**src/vrg_ram.sv**
```systemverilog
// Generic single-clock RAM with one write port and one registered read port.
module vrg_ram #(
  parameter int WIDTH = 8,
  parameter int DEPTH = 256
) (
  input  logic                     clk_i,
  input  logic                     we_i,
  input  logic [$clog2(DEPTH)-1:0] waddr_i,
  input  logic [WIDTH-1:0]         wdata_i,
  input  logic                     re_i,
  input  logic [$clog2(DEPTH)-1:0] raddr_i,
  output logic [WIDTH-1:0]         rdata_o
);

  logic [WIDTH-1:0] mem_q [DEPTH];
  logic [WIDTH-1:0] rdata_q;

  // Write port
  always_ff @(posedge clk_i) begin
    if (we_i) begin
      mem_q[waddr_i] <= wdata_i;
    end
  end

  // Registered read, held while not enabled
  always_ff @(posedge clk_i) begin
    if (re_i) begin
      rdata_q <= mem_q[raddr_i];
    end
  end

  assign rdata_o = rdata_q;

endmodule

```
**config.mk**
```make
export PLATFORM = sky130hd
export DESIGN_NAME = vrg_ram
export DESIGN_NICKNAME = d
export VERILOG_FILES = /design/src/vrg_ram.sv
export SDC_FILE = /design/constraint.sdc
export NUM_CORES = 2
export LEC_CHECK = 0
export BUFFER_PORTS_ARGS = -buffer_cell sky130_fd_sc_hd__buf_2
export CAP_MARGIN = 15
export CORE_UTILIZATION = 40
export CTS_CLUSTER_DIAMETER = 40
export DETAILED_ROUTE_END_ITERATION = 10
export HOLD_SLACK_MARGIN = 0.12
export PLACE_DENSITY = 0.6
export SYNTH_ARGS = -nofsm -noshare
export SYNTH_HDL_FRONTEND = slang
export SYNTH_SLANG_ARGS = --single-unit
```
**constraint.sdc**
```tcl
create_clock -name clk_i -period 6.65 [get_ports clk_i]
set_input_delay 0.9975 -clock clk_i [delete_from_list [all_inputs] [get_ports clk_i]]
set_output_delay 0.9975 -clock clk_i [all_outputs]
set_load 0.01 [all_outputs]
```
* Word level (Yosys, flattened, before mapping) *
Memory sizes are Yosys's and may differ from the RTL's. A register that Yosys moved wholly into a read port is not among the register bits.
Index checks and enable logic that the tools add are counted.

operators by class
  muxes and demuxes = 2

operator list
  cell              count
  2-to-1 mux 1 bit  2

word-level totals
  word-level logic and storage cells = 3
  register bits after elaboration = 0
  output and inout port bits = 8
  input port bits = 27
  memories kept = 1
  bits in writable memories = 2048

memories
  memory  depth  bits a word  rd ports  clocked after Yosys merged registers in  wr ports  RTL line  source
  mem_q   256    8            1         1                                        1         15        logic [WIDTH-1:0] mem_q [DEPTH];

* Logic depth before layout (Yosys ltp) *
  depth after elaboration = 2
  depth in mapped cells = 11
  gate-level depth less buffers = 6

* Worst setup path after synthesis *
Ideal clock, no wire load.

  path kind = input to register
  start point = input raddr_i[0]
  end point = register rdata_q[2] (netlist: rdata_o[2]) (read register of mem_q), data pin
  stages = 9
  arrival = 2.805 ns
  required time = 6.381 ns
  setup slack = 3.576 ns
  setup time = 0.269 ns
  buffers on the path = 4
  path through = buf_6 > buf_12 > buf_8 > buf_2 > mux4_2 > a22oi_1 > a21oi_1 > nor4_1 > nor4_2

RTL lines
  element          RTL line  source
  start, declared  11        input logic [$clog2(DEPTH)-1:0] raddr_i,
  end, declared    16        logic [WIDTH-1:0] rdata_q;

==> impl_metrics.toml <==
[outcome]
outcome = "finished clean"

[floorplanning]
die_y_um = 448
start_util_pct = 40.3
rows = 163
dieArea_um2 = 201000
die_w_um = 448
ios = 35
core_area_um2 = 198000

[finish]
mostFrequentLayoutCells = "edfxtp_1 (2056), mux4_2 (454), nor2_1 (279), clkbuf_16 (234), mux2i_1 (134)"
finish.instance_area_um2 = 90600
final_common_cell = "edfxtp_1"
nFillCells = 16300
drive_gt1_share_pct = 24.4
area_growth_pct = 13.8
multi_input_area_um2 = 16600
final_util_pct = 45.9
nNetsFinal = 3884
register_area_um2 = 61700

[pwr]
vdd_drop_max_mv = 0.223
power_leakage_uw = 0.0278
powerDensity_nw_per_um2 = 315

[critical_path]
start_kind = "input port"
rr_endpoint = "rdata_o[5]$_DFFE_PP_"
crit_required_ps = 7240
rrSetupSlack_ps = 3740
r2r_start = "mem_q[83][5]$_DFFE_PP_"
worstPathMaxFanout = 69
path_class = "input port to flop"
ff2ff_path_depth = 6
worstSetupStartpoint = "raddr_i[0]"
worst_setup_path_end_kind = "flop"
worstPathArrival_ps = 4750

[grt]
grt-ovfl-total = 0
grt_max_degree = 195
antenna_found_initial = 8
track_usage_pct = 20.2
grt_pass1_vias = 38900
grt_pass1_wl_um = 289000

[clock_tree]
clockBufferDepth = 3
root_buffer = "clkbuf_16"
clkLatencyLatePin_ps = 870
post_cts_resized = 0
ctsHoldBuffers = 0
h-tree-depth = 4
post_cts_buffers = 0
clock-sinks = 2056
cts_made_buffers = 233
clk_pin_slew_worst_paths_ps = 60
cts_tree = "built"

[timing]
drv_slew = 0
hold_ws_ps = 569
skew_ps = 51.5
hold_violations = 0
fin_crit_ps = 4170
post-route-period-util_pct = 62.6
relSlewSlack_pct = 19.9
setup_viol_count_final = 0
finalSetupTns_ps = 0
worst_slew_pin_slew_ps = 1200
rsz0062_at_grt = "no"
max_freq_ghz = 0.240

[worst_hold_path]
hold_depth = 1
holdPathEnd = "mem_q[57][7]$_DFFE_PP_"
min-delay-start = "wdata_i[7]"
worstHoldPathType = "input port to flop"

[synthesis]
synthArstFlopShare_pct = 0
synth.area.top_cells = "edfxtp_1 (78%), mux4_2 (13%), mux2i_1 (1.7%)"
yosysTopAreaCellShare_pct = 77.5
ys_seq_area_share_pct = 77.5
syn_area_um2 = 79600
yosysWarnings = 0
syn_nets = 3760
synth_edf_count = 2056
synthFlopType = "edfxtp_1"
syn_inst = 3733
avgSynthCellArea_um2 = 21.3
synth_top_area_cell = "edfxtp_1"
ys_seq_elements = 2056
yosysUniqueCellTypes = 54

[flow_run]
cap_violations = 0

[route]
wirelength_um = 202000
drtPass1Iterations = 5
first_iter_violations = 4891
drc_errors = 0
ant_nets = 0
vias = 39000
vias_per_cell = 5.82
wl_per_cell_um = 30.2

[placed_design]
place_area_um2 = 82700
place_congestion = 0.862
place_hpwl_um = 120000
port_buffers = 34
worst max-delay path: stages:
cell      delay (ps)
buf_8            390
buf_12           500
buf_4            510
mux2i_1          250
o22ai_1          100
a211oi_1         580
a21oi_1          350
a22oi_1          690
nor4_2            70
sequential cells by signal (all words and copies together), names as in the netlist:
signal and flops:
mem_q 2048, rdata_o 8
metal layers:
layer | wire length (µm) | vias to the layer above | global-route usage (%)
li1 | - | 16000 | -
met2 | 94900 | 1798 | 31.0
met4 | 6320 | 0 | 6.61
met5 | 0 | - | 0
met3 | 16000 | 355 | 3.65
met1 | 85000 | 20800 | 29.2
cells in the mapped netlist, drive strengths merged, types with 28 or more instances:
cell type	n
mux4	456
nor2b	31
o221ai	47
a21oi	96
clkbuf	111
a22oi	133
buf	122
edfxtp	2056
nand2	33
mux2i	134
nand3	34
nor2	282
o22ai	28
worst max-delay path by stage:
stage,to,cells after the start
after CTS,rdata_o[6]$_DFFE_PP_,9
after floorplan,rdata_o[2]$_DFFE_PP_,9
after global routing,rdata_o[6]$_DFFE_PP_,9
after global placement,rdata_o[0]$_DFFE_PP_,8
after detailed placement,rdata_o[6]$_DFFE_PP_,9
final,rdata_o[6]$_DFFE_PP_,9
layout make-up:
| class | count | area share (%) |
|---|---|---|
| Antenna cell | 4 | 0.0110 |
| Clock buffer | 261 | 6.57 |
| Clock inverter | 176 | 2.17 |
| Inverter | 2 | 0.00828 |
| Multi-Input combinational cell | 1442 | 18.3 |
| Sequential cell | 2056 | 68.1 |
| Tap cell | 2640 | 3.64 |
| Timing Repair Buffer | 122 | 1.21 |
stage by stage:
stage	instances	setup slack, ps	power [µW]
after CTS	6698	2570	28800
after floorplan	3733	3580	15300
final	6703	2480	28600
after global placement	6256	1420	15900
after detailed placement	6261	1670	15900
after global routing	6700	2330	29300
report_power, final:
| part | internal [µW] | leakage [µW] | total [µW] | switching (µW) |
|---|---|---|---|---|
| clock | 7540 | 0.00382 | 13000 | 5460 |
| sequential | 14300 | 0.0185 | 14300 | 18.9 |
| combinational | 421 | 0.00546 | 1290 | 864 |
| total | 22300 | 0.0278 | 28600 | 6340 |
cells by family (layout without fill, tap and decap cells):
logic type             Yosys count  in the layout  synth area share [%]
flip-flops                    2056           2056                  77.5
multiplexers                   591            591                  14.6
AND/OR/NAND/NOR                466            466                  2.63
AO/OA/AOI/OAI                  385            385                  3.42
buffers and inverters          235            561                  1.83
other                            0              4                     0
Note: power is estimated with default switching activity, not from simulation.
